--- config.mk ---
export PLATFORM = sky130hd
export DESIGN_NAME = ids_front
export DESIGN_NICKNAME = d
export VERILOG_FILES = /design/src/design/ids_pkg.sv /design/src/design/ids_front.sv
export SDC_FILE = /design/constraint.sdc
export NUM_CORES = 1
export LEC_CHECK = 0
export BUFFER_PORTS_ARGS = -buffer_cell sky130_fd_sc_hd__buf_2
export CAP_MARGIN = 20
export CORE_AREA = 8 8 71 73
export CTS_CLUSTER_SIZE = 10
export DETAILED_ROUTE_END_ITERATION = 8
export DIE_AREA = 0 0 79 81
export MAX_ROUTING_LAYER = met4
export PLACE_DENSITY = 0.77
export SLEW_MARGIN = 0
export SYNTH_ARGS = -nofsm -noshare
export SYNTH_HDL_FRONTEND = slang
export SYNTH_SLANG_ARGS = --single-unit
--- constraint.sdc ---
create_clock -name clk -period 6.05 [get_ports clk]
set_input_delay 1.21 -clock clk [delete_from_list [all_inputs] [get_ports clk]]
set_output_delay 1.21 -clock clk [all_outputs]
set_load 0.05 [all_outputs]
--- src/design/ids_pkg.sv ---
// ----------------------------------------------------------------------------
// ids_pkg
// Shared constants and types of the isolated-diagonal square finder.
// ----------------------------------------------------------------------------
package ids_pkg;

  localparam int MAX_COLS_DEF = 2048;
  localparam int CFG_W        = 12;
  localparam int OUT_W        = 12;
  localparam int QUEUE_DEPTH  = 4;

  localparam logic [CFG_W-1:0] COLUMNS_RESET = CFG_W'(2048);

  typedef struct packed {
    logic pixel;
    logic last_col;
    logic eoi;
  } ids_item_t;

endpackage

--- src/design/ids_front.sv ---
// ----------------------------------------------------------------------------
// ids_front
// Input side: holds the row width, tracks the column of each pixel beat and
// tags the beats that close a row or the image.
// ----------------------------------------------------------------------------
module ids_front #(
  parameter  int MAX_COLS = ids_pkg::MAX_COLS_DEF,
  localparam int AW       = $clog2(MAX_COLS)
) (
  input  logic                     clk,
  input  logic                     rst_n,
  input  logic                     cfg_we,
  input  logic [ids_pkg::CFG_W-1:0] cfg_columns_in_use,
  input  logic                     in_push,
  input  logic                     in_pixel,
  input  logic                     in_end_of_image,
  input  logic                     q_full,
  output logic                     q_push,
  output logic [AW-1:0]            q_col,
  output ids_pkg::ids_item_t       q_item
);

  localparam int NW = $clog2(MAX_COLS + 1);
  localparam int WW = (NW > ids_pkg::CFG_W) ? NW : ids_pkg::CFG_W;

  logic [ids_pkg::CFG_W-1:0] width_cfg_r;
  logic [AW-1:0]             col_r;
  logic [AW-1:0]             col_nxt;
  logic [WW-1:0]             cfg_ext;
  logic [WW-1:0]             max_ext;
  logic [WW-1:0]             width;
  logic [WW-1:0]             col_ext;
  logic [WW-1:0]             cur_ext;
  logic                      last;

  always_comb begin
    cfg_ext = WW'(width_cfg_r);
    max_ext = WW'(MAX_COLS);
    priority if (cfg_ext == '0) begin
      width = WW'(1);
    end else if (cfg_ext > max_ext) begin
      width = max_ext;
    end else begin
      width = cfg_ext;
    end
    col_ext = WW'(col_r);
    cur_ext = (col_ext >= width) ? (width - WW'(1)) : col_ext;
    last    = ((cur_ext + WW'(1)) >= width) || in_end_of_image;
    col_nxt = last ? '0 : AW'(cur_ext + WW'(1));
  end

  assign q_push = in_push && !q_full;
  assign q_col  = cur_ext[AW-1:0];

  always_comb begin
    q_item          = '0;
    q_item.pixel    = in_pixel;
    q_item.last_col = last;
    q_item.eoi      = in_end_of_image;
  end

  always_ff @(posedge clk) begin
    if (!rst_n) begin
      width_cfg_r <= ids_pkg::COLUMNS_RESET;
      col_r       <= '0;
    end else begin
      if (cfg_we) begin
        width_cfg_r <= cfg_columns_in_use;
      end
      if (q_push) begin
        col_r <= col_nxt;
      end
    end
  end

endmodule

==> Word level (Yosys, flattened, before mapping) <==
Index checks and enable logic that the tools add are counted.
{ "classes": {"n_reduce_logical": 4, "magnitude_cmp": 3, "mux": 4, "add_sub_neg": 2} }
{ "ops": {"columns": ["operator", "n"], "rows": [
  ["two-way mux 12 bit", 3],
  ["adder 12 x 1 -> 12 bit (second input constant)", 1],
  [">= comparator 11 x 12 -> 1 bit", 1],
  [">= comparator 12 bit", 1],
  ["greater-than comparator 12 bit (second input constant)", 1],
  ["zero test 12 bit", 1],
  ["subtractor 12 x 1 -> 12 bit (second input constant)", 1],
  ["two-way mux 11 bit", 1],
  ["logical AND 1 bit", 1],
  ["zero test 1 bit", 1],
  ["logical OR 1 bit", 1]
]} }
{ "word_totals": {"out_inout_bits": 15, "inputBits": 19, "wordCells": 15, "register_bits": 23} }

==> Depth between registers and ports, before layout <==
{ "depth": {"depth_word": 9, "ltp_mapped": 25, "ltp_nobuf": 21} }

==> Worst setup path after synthesis <==
No wires, ideal clock.
{ "synth_timing": {"path_kind": "reg-to-output", "startpoint": "register width_cfg_r, in the netlist cfg_ext[3]", "endpoint": "output q_item[1] in the netlist's numbering", "path_stages_with_launch": 22, "arrival_time_ns": 5.210, "path_buffers": 4, "slack_ns": -0.370, "path_cell_list": "dfxtp_1 -> clkbuf_1 -> nor4_1 -> a41oi_1 -> nor2_1 -> ha_1 -> nand2b_1 -> a31oi_1 -> o311a_1 -> o22ai_1 -> buf_2 -> clkbuf_1 -> nor2_1 -> a21oi_1 -> ha_1 -> o211ai_1 -> xor2_1 -> ha_1 -> a21o_1 -> a211oi_1 -> nand3_1 -> buf_4"} }
{ "synth_between": {"elab_chain_cells": 8, "elab_cells_between_ends": 10, "classes_between": "add/sub: 2; order compare: 3; mux: 3; reduce/logical: 2"} }
{ "synth_lines": {"columns": ["item", "line_no", "rtl"], "rows": [
  ["start: declaration", "ids_front.sv:26", "logic [ids_pkg::CFG_W-1:0] width_cfg_r;"],
  ["start signal: assignment", "ids_front.sv:64", "width_cfg_r <= ids_pkg::COLUMNS_RESET;"],
  ["start signal: assignment", "ids_front.sv:68", "width_cfg_r <= cfg_columns_in_use;"],
  ["greater-than comparator 12 bit", "ids_front.sv:41", "end else if (cfg_ext > max_ext) begin"],
  ["two-way mux 12 bit", "ids_front.sv:41", null],
  ["two-way mux 12 bit (*)", "ids_front.sv:39", "priority if (cfg_ext == '0) begin"],
  ["subtractor 12 x 1 -> 12 bit or >= comparator 11 x 12 -> 1 bit (tied branches)", "ids_front.sv:47", "cur_ext = (col_ext >= width) ? (width - WW'(1)) : col_ext;"],
  ["two-way mux 12 bit (*)", "ids_front.sv:47", null],
  ["named net q_col[1]", "ids_front.sv:19", "output logic [AW-1:0] q_col,"],
  ["adder 12 x 1 -> 12 bit (*)", null, null],
  [">= comparator 12 bit (*)", "ids_front.sv:48", "last = ((cur_ext + WW'(1)) >= width) || in_end_of_image;"],
  ["logical OR 1 bit (*)", "ids_front.sv:48", null],
  ["end: declaration", "ids_front.sv:20", "output ids_pkg::ids_item_t q_item"]
]} }
The timed path passes the listed nets; every way through them passes the cells marked *.

==> impl_results.md <==
* WHS Path Cells at 1
* Hpwl dp at 4416 µm
* Worst reg2reg path depth at 19
* Pre-antenna DRT Iters at 4
* Post-synthesis adder-cell area fraction at 14.66%
* Worst VDD drop at 0.1414 mV
* Setup WS pre-CTS at 322.3 ps
* Utilization after layout at 62.79%
* Post-synthesis mux area share at 10.44%
* Height of the chip at 81 µm
* Setup_tns at 0 ps
* H-Tree Depth at 1
* Starting DRC count in detailed routing at 207
* Core area at 3914 µm²
* Largest family of logic cells by synthesized area: simple AND/OR/NAND/NOR gates
* Max-slew violation count at 0
* Power Dens Cells at 214.0 nW/µm²
* Clk pin slew, worst setup/hold paths at 100 ps
* Clock latency on the worst-skew pair at 270 ps
* Hold Fails Final Rpt at 0
* Final worst-path cycle share at 96.17%
* M3 GR Usage at 1.987%
* Simple-Gate Fraction of Synth Area at 24.05%
* Yosys reg bits at 23
* Final hold slack at 544.6 ps
* Routed WL at 5561 µm
* XOR/XNOR Fraction of Synth Area at 4.868%
* Post-synth top area share at 21.58%
* Cells along the critical path: nor4_2 > a41oi_1 > nor2_2 > ha_1 > nand2b_1 > a31oi_1 > o311a_1 > o22a_4 > nor2_1 > a21oi_2 > ha_4 > o211ai_1 > xor2_1 > ha_1 > a21o_1 > a211oi_1 > nand3_1 > clkbuf_4
* Syn_area_per_cell at 8.205 µm²
* FP Rows at 23
* Fillers at 359
* GP Congestion at 1.020
* Crit path kind: reg -> out
* Synthesis-to-layout area growth at 15.19%
* Setup ws final at 231.8 ps
* Hold WC Path Type: reg -> reg
* Nets at 334
* Placed Area at 2352 µm²
* Most instantiated cells after synthesis: ha_1 (25), nand2_1 (25), dfxtp_1 (23)
* Detailed-route via count at 1,999
* Seq/Total Area, Yosys at 21.58%
* Max-Cap Viols at 0
* Cell area after synthesis at 2133 µm²
* Psw at 222.1 µW
* Crit end category: output port
* EDFF count, synth at 0
* Initial antenna violation count at 0
* FFs w/ async S/R, synth at 0%
* Post-route DRC at 0
* Number of global-route vias before repair at 1,895
* Clock network power share at 19.7%
* IO Pins at 34
* Sw Share at 42.24%
* Synth Area in Compound Gates at 18.01%
* WP data required at 4840 ps
* FMAX at 171.9 MHz
* First-pass GRT wire length at 9025 µm
* Slew margin rel. at 64.64%
* Library cells used by synthesis at 50
* Vias per cell at 5.897
* Die Span X at 79 µm
* Clock Sinks at 23
* Area leader, netlist: dfxtp_1
* Tot GR Track Use at 17.89%
* Post-route minimum period at 5818 ps
* Syn nets at 304
* Die area at 6399 µm²
* Avg WL per Cell at 16.40 µm
* Fraction of power consumed by sequential logic at 32.2%
* Largest net degree at the start of global routing at 19
* I/O Buffers at 31
* Hold buffers post-CTS at 0
* Clock skew at 9.737 ps
* Startpoint Class: flop
* Internal at 303.7 µW
* Slowest stage delay, CP at 390 ps
* Gr busiest metal: met2
* Main synth FF type: dfxtp_1
* Clock root buffer: clkbuf_8
* Pleak at 1.085 nW
* Setup violators final at 0
* Highest net fanout along the worst path at 8
* Slowest cell on crit path: dfxtp_1
* CTS tree: built
* Status: complete, no violations
* Comb power frac at 48.1%
* Initial Utilization at 54.51%
* GRT met1 Usage at 22.85%
* Share of cells above drive strength 1 at 20.42%
* Clk buf depth at 2
* Number of buffers created by CTS at 3
* Cells after synthesis at 260
* Diode count at 0
* Final Instance Area at 2457 µm²
* Crit-path most repeated cell: ha_1
* CP arrival at 4610 ps
* Detail Route Antenna Nets at 0
* Synth area leaders: dfxtp_1 (22%), ha_1 (15%), mux2i_1 (9.4%), nor2b_1 (4.7%), nand2_1 (4.4%)
* Tightest Pin Transition at 527.2 ps
* Synth warn at 0
* Grt met2 use at 28.10%
* Congestion Overflow GR at 0
-- area by class of cell --
cell class / count / area, µm² / area share (%)
Inverter: 13 / 48.80 / 1.986
Multi-Input combinational cell: 208 / 1600 / 65.12
Timing Repair Buffer: 41 / 236.5 / 9.623
Clock inverter: 1 / 7.507 / 0.3055
Tap cell: 50 / 62.56 / 2.546
Sequential cell: 23 / 460.4 / 18.74
Clock buffer: 3 / 41.29 / 1.680
-- through the flow --
| stage | power, mW | std cells |
|---|---|---|
| detailed placement | 0.4115 | 334 |
| global route | 0.5600 | 339 |
| global placement | 0.4075 | 334 |
| CTS | 0.5144 | 338 |
| floorplan | 0.3561 | 260 |
| finish | 0.5258 | 339 |
-- logic make-up after synthesis --
family	Yosys count
AND/OR/NAND/NOR	96
buffers and inverters	29
flip-flops	23
adder cells (fa/ha/maj)	25
AO/OA/AOI/OAI	54
multiplexers	22
XOR/XNOR	11
-- worst paths after layout --
| path | slack, ps | endpoint | from |
|---|---|---|---|
| worst max-delay path | 230 | q_item[1] | cfg_ext[2] |
| worst min-delay path | 540 | col_r[10] | col_r[10] |
| worst max register to register | 1220 | col_r[9] | cfg_ext[2] |
| worst min register to register | 540 | col_r[10] | col_r[10] |
-- layer usage --
layer / part of all wire (%) / wire length, µm
met5: 0 / 0
met4: 3.1 / 172
met3: 4.7 / 259
met2: 46 / 2556
met1: 46 / 2572
-- worst max-delay path: cells and delay by family (launching register included) --
family                   cells  cell delay, ps
AO/OA/AOI/OAI                8            1780
AND/OR/NAND/NOR              5             920
adder cells (fa/ha/maj)      3             780
flip-flops                   1             390
buffers and inverters        1             240
XOR/XNOR                     1             230
-- state kept, by name (all words and copies together), names as in the netlist --
register  flops
cfg_ext      12
col_r        11
-- power by group through the flow --
stage | Clock, mW | Combinational, mW | Sequential, mW
3_5_place_dp | 0 | 0.240 | 0.172
3_3_place_gp | 0 | 0.236 | 0.172
4_1_cts | 0.105 | 0.241 | 0.168
5_1_grt | 0.114 | 0.275 | 0.171
2_1_floorplan | 0 | 0.189 | 0.167
6_report | 0.103 | 0.253 | 0.169
-- cells in the final DEF (no fill, tap or decap), types with 6 or more instances in the layout --
cell and instances:
buf_2 30, nand2_1 25, ha_1 24, dfxtp_1 23
mux2i_1 20, nor2b_1 16, inv_1 12, nor2_1 11
xnor2_1 9, buf_4 9, nor3_1 7, o21ai_0 7
a22o_1 7, a21o_1 6, a21oi_1 6
-- what timing repair did --
item	in CTS	in global routing
buffers inserted	0	1
endpoints found under the setup margin	0	1
gates resized for setup	0	10
Power figures use the tool's default switching activity.
