===== src/design/ids_pkg.sv =====
// ----------------------------------------------------------------------------
// ids_pkg
// Shared constants and types of the isolated-diagonal square finder.
// ----------------------------------------------------------------------------
package ids_pkg;

  localparam int MAX_COLS_DEF = 2048;
  localparam int CFG_W        = 12;
  localparam int OUT_W        = 12;
  localparam int QUEUE_DEPTH  = 4;

  localparam logic [CFG_W-1:0] COLUMNS_RESET = CFG_W'(2048);

  typedef struct packed {
    logic pixel;
    logic last_col;
    logic eoi;
  } ids_item_t;

endpackage


===== src/design/ids_queue.sv =====
// ----------------------------------------------------------------------------
// ids_queue
// Short register queue between the front and the back.
// ----------------------------------------------------------------------------
module ids_queue #(
  parameter  int DW    = 8,
  parameter  int DEPTH = ids_pkg::QUEUE_DEPTH,
  localparam int PW    = $clog2(DEPTH),
  localparam int CW    = $clog2(DEPTH + 1)
) (
  input  logic          clk,
  input  logic          rst_n,
  input  logic          push,
  input  logic [DW-1:0] push_data,
  output logic          full,
  input  logic          pop,
  output logic [DW-1:0] pop_data,
  output logic          empty
);

  logic [DW-1:0] slot_r [DEPTH];
  logic [PW-1:0] wr_ptr_r;
  logic [PW-1:0] rd_ptr_r;
  logic [CW-1:0] count_r;
  logic          do_push;
  logic          do_pop;

  assign full     = (count_r == CW'(DEPTH));
  assign empty    = (count_r == '0);
  assign do_push  = push && !full;
  assign do_pop   = pop && !empty;
  assign pop_data = slot_r[rd_ptr_r];

  function automatic logic [PW-1:0] advance(input logic [PW-1:0] p);
    return (p == PW'(DEPTH - 1)) ? '0 : p + PW'(1);
  endfunction

  always_ff @(posedge clk) begin
    if (!rst_n) begin
      wr_ptr_r <= '0;
      rd_ptr_r <= '0;
      count_r  <= '0;
    end else begin
      if (do_push) begin
        wr_ptr_r <= advance(wr_ptr_r);
      end
      if (do_pop) begin
        rd_ptr_r <= advance(rd_ptr_r);
      end
      if (do_push && !do_pop) begin
        count_r <= count_r + CW'(1);
      end else if (do_pop && !do_push) begin
        count_r <= count_r - CW'(1);
      end
    end
  end

  always_ff @(posedge clk) begin
    if (do_push) begin
      slot_r[wr_ptr_r] <= push_data;
    end
  end

endmodule


===== config.mk =====
export PLATFORM = sky130hd
export DESIGN_NAME = ids_queue
export DESIGN_NICKNAME = d
export VERILOG_FILES = /design/src/design/ids_pkg.sv /design/src/design/ids_queue.sv
export SDC_FILE = /design/constraint.sdc
export NUM_CORES = 1
export LEC_CHECK = 0
export BUFFER_PORTS_ARGS = -buffer_cell sky130_fd_sc_hd__buf_2
export CORE_ASPECT_RATIO = 0.5
export CORE_MARGIN = 5
export CORE_UTILIZATION = 50
export DETAILED_ROUTE_END_ITERATION = 7
export GPL_TIMING_DRIVEN = 0
export HOLD_SLACK_MARGIN = 0.08
export PLACE_DENSITY = 0.81
export SETUP_SLACK_MARGIN = 0.02
export SLEW_MARGIN = 15
export SYNTH_ARGS = -nofsm -noshare
export SYNTH_HDL_FRONTEND = slang
export SYNTH_SLANG_ARGS = --single-unit

===== constraint.sdc =====
create_clock -name clk -period 2.58 [get_ports clk]
set_clock_uncertainty 0.05 [all_clocks]
set_input_delay 0.645 -clock clk [delete_from_list [all_inputs] [get_ports clk]]
set_output_delay 0.645 -clock clk [all_outputs]
set_load 0.02 [all_outputs]

* Word level (Yosys, flattened, before mapping)
Memories as Yosys holds them, arrays and structs flattened. A register that Yosys moved wholly into a read port is not among the register bits. Cells that the tools add are included.
Operators by class: add/sub/neg operators 4, equal/unequal tests 3, multiplexer cells 8, reduce and logical (&&, ||, !) cells 10
Operators by type and width (count):
- 2-bit 2-to-1 mux | 4
- 3-bit 2-to-1 mux | 2
- 2-bit by 1-bit adder with 2-bit output, second input constant | 2
- 2-bit equality test, second input constant | 2
- 1-bit logical AND | 4
- 1-bit zero test | 4
- 3-bit by 1-bit adder with 3-bit output, second input constant | 1
- 3-bit equality test, second input constant | 1
- 3-bit zero test | 1
- 3-bit by 1-bit subtractor with 3-bit output, second input constant | 1
- 1-bit 2-to-1 mux | 2
- 2-bit nonzero test | 1
Storage, ports and cells: bits in registers 7, memory bits (writable) 32, memories kept 1
Memory list:
- slot_r | words 4, width 8, read ports 1, clocked after Yosys merged registers in 1, write ports 1, RTL line ids_queue.sv:21 | logic [DW-1:0] slot_r [DEPTH];

* Logic depth before layout (Yosys ltp)
Gate-level depths: netlist of the first run.
depth after elaboration 7, gate-level depth with buffers 9, mapped depth without buffers 8

* Worst setup path after synthesis of the first run
No wires, ideal clock.
kind input port to flip-flop, start input push, end register count_r[2], library setup time 76 ps, data arrival time 2069 ps, path slack 385 ps, stages 8, cells stage by stage nor2b_1 -> buf_2 -> ha_1 -> inv_1 -> fa_1 -> xor2_1 -> or3_1 -> a21boi_0
On the way: word-level cells in the longest chain between the ends 4, elaborated cells between the ends (all ways) 6, those cells by class mux (1); reduce/logical (5)
Ends and longest elaborated chain:
- start: declaration | RTL line ids_queue.sv:13 | input logic push,
- 1-bit logical AND * | RTL line ids_queue.sv:30 | assign do_push = push && !full;
- named net do_push | RTL line ids_queue.sv:25 | logic do_push;
- 1-bit zero test | RTL line ids_queue.sv:52 | end else if (do_pop && !do_push) begin
- 1-bit logical AND | RTL line ids_queue.sv:52
- 2-bit nonzero test (no line)
- end signal: assignment | RTL line ids_queue.sv:51 | count_r <= count_r + CW'(1);
- end signal: assignment | RTL line ids_queue.sv:53 | count_r <= count_r - CW'(1);
- end: declaration | RTL line ids_queue.sv:24 | logic [CW-1:0] count_r;
The timed path passes the listed nets; every way through them passes the cells marked *. A chain may end at the register's enable or synchronous reset.

==> flow_summary_export.csv, run 1 <==
group,metric,value,unit
clocking,cts_tree,"built",
detailed_routing,drt_first_pass_iters,3,
worst_setup_path,cp.required,1.88,ns
final_layout,drive_gt1_share,31.4,%
detailed_routing,wl_per_cell,14.2,um
final_layout,area_delta_synth_final,14.5,%
yosys,synthFlopType,"edfxtp_1",
place,port_buffers,21,
yosys,yosys_warnings,0,
final_layout,final_cell_mix,"edfxtp_1 (32), buf_2 (23), dfxtp_1 (9), mux4_2 (8)",
global_routing,antenna_found_initial,0,
worst_setup_path,crit_fanout,8,
detailed_routing,via_count,829,
sta,slew_viol_final,0,
yosys,synth_edf_count,32,
floorplan,fp-row-count,14,
floorplan,design.die.area,4570,sq um
final_layout,post-route-util,60.9,%
worst_setup_path,crit_type,"flip-flop to output pin",
clocking,htreeDepth,2,
sta,worst_slew_pin_slew,0.463,ns
clocking,post-cts-setup-buffers,0,
detailed_routing,drt-vias-per-instance,5.15,
yosys,synth_cell_types,23,
global_routing,grt_first_pass_wirelength,3870,um
worst_setup_path,reg2regPathDepth,9,
sta,finalSetupTns,0,ns
final_layout,final_common_cell,"edfxtp_1",
sta,slew_headroom,69.1,%
flow_run,maxCapViolations,0,
final_layout,finalNetCount,140,
power_and_ir_drop,power_density,936,nW/um^2
floorplan,io_pins,22,
detailed_routing,drtAntennaViolNets,0,
sta,worst_hold_slack,0.454,ns
worst_setup_path,end_kind,"output pin",
power_and_ir_drop,peakVddDrop,0.000501,V
sta,fin_crit,2.26,ns
worst_hold_path,hold_depth,2,
yosys,synth_top_area_share,58.9,%
global_routing,grt-ovfl-total,0,
yosys,synthArstFlopShare,0,%
place,place_ws,0.148,ns
sta,fin_crit_sh,87.7,%
clocking,numCtsBuffers,5,
sta,hold_violations,0,
worst_setup_path,cp_data_arrival_time,1.57,ns
place,place_inst,154,
yosys,ys_seq_area_share,70.0,%
worst_hold_path,hp-start,"wr_ptr_r[1]$_SDFFE_PN0P_",
run_status,outcome,"completed",
yosys,synth_area,1630,sq um
global_routing,grt_pass1_vias,822,
yosys,syn_avg_cell_area,17.5,sq um
sta,rsz0062_at_grt,"false",
yosys,synth_area_leader_cell,"edfxtp_1",
sta,setup_slack,0.316,ns
floorplan,die_width,90.8,um
power_and_ir_drop,leakagePower,0.682,nW
worst_setup_path,r2r_start,"count_r[0]$_SDFFE_PN0P_",
worst_setup_path,r2r_end,"count_r[2]$_SDFFE_PN0P_",
place,hpwlAfterDp,1630,um
detailed_routing,drtIter0Drc,41,
global_routing,track_usage,11.5,%
clocking,clk_pin_slew,0.07,ns
sta,setup_viol,0,
clocking,clock_latency,0.28,ns
yosys,netlist_instances,93,
final_layout,final_cells,161,
worst_hold_path,min_to,"wr_ptr_r[1]$_SDFFE_PN0P_",
global_routing,grt_max_degree,12,
final_layout,final.fill_count,223,
floorplan,initial_core_util,53.2,%
yosys,ys_seq_elements,41,
floorplan,die_h,50.4,um
detailed_routing,drc,0,
place,gp_congestion,0.697,
worst_setup_path,setup.worst_path.start_class,"flip-flop",
clocking,clockBufferDepth,2,
yosys,syn-num-nets,112,
final_layout,num_antenna_cells,0,
detailed_routing,drt_wl_total,2290,um
sta,fmaxAchievable,442,MHz
worst_setup_path,reg2reg_slack,0.35,ns
clocking,cts_sinks,41,
yosys,ys_top_cells_by_area,"edfxtp_1 (59%), dfxtp_1 (11%), mux4_2 (11%)",
worst_hold_path,min_path_type,"flip-flop to flip-flop",
floorplan,design.core.area,3070,sq um
clocking,clockRootBuffer,"clkbuf_8",
worst max path at each step:
stage                     depth (start not counted)  slack, ns                       to
after floorplan                                   8       0.39  count_r[2]$_SDFFE_PN0P_
after global placement                            9       0.24  count_r[2]$_SDFFE_PN0P_
after detailed placement                          9       0.15  count_r[2]$_SDFFE_PN0P_
after CTS                                         7       0.18  count_r[2]$_SDFFE_PN0P_
after global routing                              7       0.12  count_r[2]$_SDFFE_PN0P_
final                                             3       0.32              pop_data[2]
critical path, cell delays in order, from the launching register on:
cell     delay [ns]
dfxtp_1        0.30
buf_2          0.27
mux4_2         0.54
buf_2          0.17
repair_timing:
action	CTS	global route
resized for setup	0	1
hold buffers	0	0
endpoints found under the setup margin	0	1
logic make-up after synthesis:
group / after synthesis / synth area share (%)
AOI/OAI and AO/OA: 5 / 1.84
and+or+nand+nor: 20 / 6.60
xor gates and xnor gates: 2 / 1.07
adders and majority gates: 7 / 5.83
muxes: 11 / 12.9
DFF: 41 / 70.0
buffers and inverters: 7 / 1.76
per-layer routing:
| metal | track usage [%] | part of all wire (%) | vias up |
|---|---|---|---|
| li1 | - | - | 405 |
| met1 | 13.8 | 46 | 402 |
| met2 | 17.8 | 46 | 18 |
| met3 | 5.07 | 5.7 | 4 |
| met4 | 5.94 | 1.9 | 0 |
| met5 | 0 | 0 | - |
where the power goes:
part,switching [W],internal (W),leakage (nW)
Sequential,0.0000544,0.000813,0.367
Combinational,0.000277,0.000232,0.276
Clock,0.000188,0.000182,0.0387
Total,0.000520,0.00123,0.682
cells in the mapped netlist (2+ instances only):
| cell type | n |
|---|---|
| nand2_1 | 6 |
| nor2_1 | 2 |
| ha_1 | 6 |
| edfxtp_1 | 32 |
| o21ai_0 | 3 |
| inv_1 | 3 |
| nand3_1 | 2 |
| and2_1 | 5 |
| buf_2 | 2 |
| mux4_2 | 8 |
| dfxtp_1 | 9 |
| mux2i_1 | 3 |
| nor2b_1 | 2 |
per-stage QoR:
stage          power (W)  area (sq um)
6_report         0.00175          1870
5_1_grt          0.00187          1870
4_1_cts          0.00177          1860
3_5_place_dp     0.00140          1790
3_3_place_gp     0.00138          1790
2_1_floorplan    0.00126          1630
registers in the layout, indices dropped and copies added (netlist names), named ones only:
signal	flops
count_r	3
slot_r	32
rd_ptr_r	2
wr_ptr_r	2
area by class of cell:
cell class	instances	area [sq um]	area share [%]
clock inverter	1	3.75	0.201
inverter	3	11.3	0.603
timing repair buffer	21	105	5.63
sequential	41	1140	61.1
tap	40	50.0	2.68
multi-input combinational	45	465	24.9
buffer	4	17.5	0.938
clock buffer	6	72.6	3.89
Power figures use the tool's default switching activity.
==> inputs of run 2 (changes only) <==
--- a/config.mk
+++ b/config.mk
@@ -5,6 +5,7 @@
 export SDC_FILE = /design/constraint.sdc
 export NUM_CORES = 1
 export LEC_CHECK = 0
+export ABC_AREA = 1
 export BUFFER_PORTS_ARGS = -buffer_cell sky130_fd_sc_hd__buf_2
 export CORE_ASPECT_RATIO = 0.5
 export CORE_MARGIN = 5
@@ -14,6 +15,7 @@
 export HOLD_SLACK_MARGIN = 0.08
 export PLACE_DENSITY = 0.81
 export SETUP_SLACK_MARGIN = 0.02
+export SKIP_LAST_GASP = 1
 export SLEW_MARGIN = 15
 export SYNTH_ARGS = -nofsm -noshare
 export SYNTH_HDL_FRONTEND = slang
==> flow_summary_export.csv, run 2 <==
group,metric,value,unit
final_layout,area_delta_synth_final,14.3,%
sta,finalSetupTns,0,ns
worst_setup_path,r2r_start,"count_r[1]$_SDFFE_PN0P_",
sta,slew_headroom,46.9,%
place,gp_congestion,0.760,
power_and_ir_drop,power_density,1020,nW/um^2
yosys,synth_area,1690,sq um
place,port_buffers,21,
worst_setup_path,reg2regPathDepth,9,
clocking,htreeDepth,2,
worst_setup_path,crit_fanout,10,
yosys,synth_top_area_share,56.8,%
sta,worst_slew_pin_slew,0.794,ns
global_routing,grt_max_degree,14,
yosys,yosys_warnings,0,
yosys,synth.most_common_cell,"nor2_1",
worst_setup_path,path_cells,"inv_2 > buf_6 > nor2_1 > o22ai_1 > buf_2",
yosys,netlist_instances,148,
yosys,synthArstFlopShare,0,%
power_and_ir_drop,peakVddDrop,0.000573,V
worst_setup_path,crit_end,"pop_data[0]",
clocking,cts_tree,"built",
global_routing,grt-ovfl-total,0,
clocking,clk_pin_slew,0.07,ns
floorplan,initial_core_util,54.3,%
clocking,clock_latency,0.28,ns
clocking,numCtsBuffers,5,
detailed_routing,drt_wl_total,2730,um
global_routing,grt_pass1_vias,1037,
final_layout,top_register,"slot_r",
yosys,synth_edf_count,32,
final_layout,reg_top3,"slot_r x32, count_r x3",
worst_setup_path,cp.required,1.88,ns
final_layout,seq_area,1140,sq um
sta,hold_violations,0,
yosys,ys_seq_elements,41,
clocking,clockRootBuffer,"clkbuf_8",
sta,fmaxAchievable,470,MHz
power_and_ir_drop,leakagePower,0.788,nW
clocking,clockBufferDepth,2,
floorplan,design.core.area,3120,sq um
floorplan,die_width,92.3,um
clocking,cts-hold-fix-buffers,0,
global_routing,track_usage,12.4,%
flow_run,maxCapViolations,0,
detailed_routing,drt_first_pass_iters,4,
final_layout,multi_input_area,458,sq um
clocking,cts_sinks,41,
detailed_routing,drtIter0Drc,74,
global_routing,grt_first_pass_wirelength,4450,um
floorplan,die_h,51.1,um
yosys,ys_seq_area_share,67.4,%
run_status,outcome,"completed",
final_layout,largest_reg_flops,32,
final_layout,num_antenna_cells,0,
final_layout,final_common_cell,"nor2_1",
global_routing,antenna_found_initial,0,
place,hpwlAfterDp,1880,um
clocking,post-cts-setup-buffers,0,
worst_setup_path,r2r_end,"count_r[1]$_SDFFE_PN0P_",
yosys,synthFlopType,"edfxtp_1",
final_layout,final_cell_mix,"nor2_1 (33), edfxtp_1 (32), buf_2 (21), inv_1 (18)",
final_layout,post-route-util,62.0,%
yosys,synthTopCellsByCount,"nor2_1 (33), edfxtp_1 (32), inv_1 (18)",
yosys,ys_top_cells_by_area,"edfxtp_1 (57%), dfxtp_1 (11%), nor2_1 (7.3%)",
clocking,cts_resized,0,
worst_setup_path,end_kind,"output pin",
yosys,synth_cell_types,18,
worst_setup_path,reg2reg_slack,0.69,ns
sta,setup_viol,0,
detailed_routing,drc,0,
worst_setup_path,max_stage_delay,0.50,ns
sta,fin_crit_sh,82.5,%
final_layout,finalNetCount,195,
sta,fin_crit,2.13,ns
sta,slew_viol_final,0,
floorplan,io_pins,22,
yosys,syn_avg_cell_area,11.4,sq um
detailed_routing,via_count,1111,
floorplan,design.die.area,4720,sq um
detailed_routing,drtAntennaViolNets,0,
worst_setup_path,setup.worst_path.start_class,"flip-flop",
final_layout,final.fill_count,254,
floorplan,fp-row-count,14,
yosys,syn-num-nets,167,
worst_hold_path,min_path_type,"flip-flop to flip-flop",
final_layout,drive_gt1_share,20.3,%
worst_setup_path,crit_path_top_delay_cell,"dfxtp_1",
worst_setup_path,cp_data_arrival_time,1.43,ns
worst_setup_path,crit_type,"flip-flop to output pin",
detailed_routing,wl_per_cell,12.6,um
yosys,synth_area_leader_cell,"edfxtp_1",
sta,rsz0062_at_grt,"false",
detailed_routing,drt-vias-per-instance,5.12,
## run 2: where the power goes
part / leakage (nW) / total (W) / switching, W / internal [W]
Clock: 0.0439 / 0.000393 / 0.000207 / 0.000186
Sequential: 0.368 / 0.000891 / 0.0000692 / 0.000822
Combinational: 0.376 / 0.000686 / 0.000445 / 0.000241
Total: 0.788 / 0.00197 / 0.000721 / 0.00125
## run 2: stage by stage
stage / power, W / hold slack [ns] / instance area (sq um) / instances / setup slack [ns]
detailed placement: 0.00160 / 0.448 / 1850 / 209 / 0.563
finish: 0.00197 / 0.453 / 1930 / 217 / 0.452
global route: 0.00212 / 0.496 / 1930 / 217 / 0.350
global placement: 0.00158 / 0.442 / 1850 / 209 / 0.576
floorplan: 0.00139 / 0.430 / 1690 / 148 / 0.767
CTS: 0.00199 / 0.459 / 1930 / 217 / 0.437
## run 2: kinds of logic after synthesis
kind of cell / after synthesis / share of synthesized area (%)
adder cells (fa/ha/maj): 7 / 5.62
AND/OR/NAND/NOR: 51 / 11.9
AO/OA/AOI/OAI: 28 / 9.53
buffers and inverters: 21 / 5.54
flip-flops: 41 / 67.4
## run 2: layer usage
metal  global-route usage, %  share of wire, %  vias up
met1                    14.1                45      523
met4                    5.91               1.4        0
li1                        -                 -      559
met3                    3.67               6.0        5
met2                    22.1                48       24
met5                       0                 0        -
## run 2: worst min-delay path by stage
| stage | start | end | slack [ns] | cells past startpoint |
|---|---|---|---|---|
| finish | count_r[0]$_SDFFE_PN0P_ | count_r[0]$_SDFFE_PN0P_ | 0.45 | 2 |
| floorplan | count_r[0]$_SDFFE_PN0P_ | count_r[0]$_SDFFE_PN0P_ | 0.43 | 2 |
| detailed placement | count_r[0]$_SDFFE_PN0P_ | count_r[0]$_SDFFE_PN0P_ | 0.45 | 2 |
| global route | count_r[0]$_SDFFE_PN0P_ | count_r[0]$_SDFFE_PN0P_ | 0.50 | 2 |
| CTS | count_r[0]$_SDFFE_PN0P_ | count_r[0]$_SDFFE_PN0P_ | 0.46 | 2 |
| global placement | count_r[0]$_SDFFE_PN0P_ | count_r[0]$_SDFFE_PN0P_ | 0.44 | 2 |
## run 2: worst max-delay path: cells and delay by family, from the launching register on
| kind | cells | cell delay (ns) |
|---|---|---|
| AND/OR/NAND/NOR | 1 | 0.09 |
| AO/OA/AOI/OAI | 1 | 0.10 |
| buffers and inverters | 3 | 0.46 |
| flip-flops | 1 | 0.50 |
## run 2: cell type report
| class | count | share of cell area, % |
|---|---|---|
| timing repair buffer | 21 | 5.43 |
| clock buffer | 5 | 3.56 |
| sequential | 41 | 59.0 |
| buffer | 2 | 1.16 |
| inverter | 19 | 3.69 |
| clock inverter | 3 | 0.906 |
| multi-input combinational | 86 | 23.7 |
| tap | 40 | 2.59 |
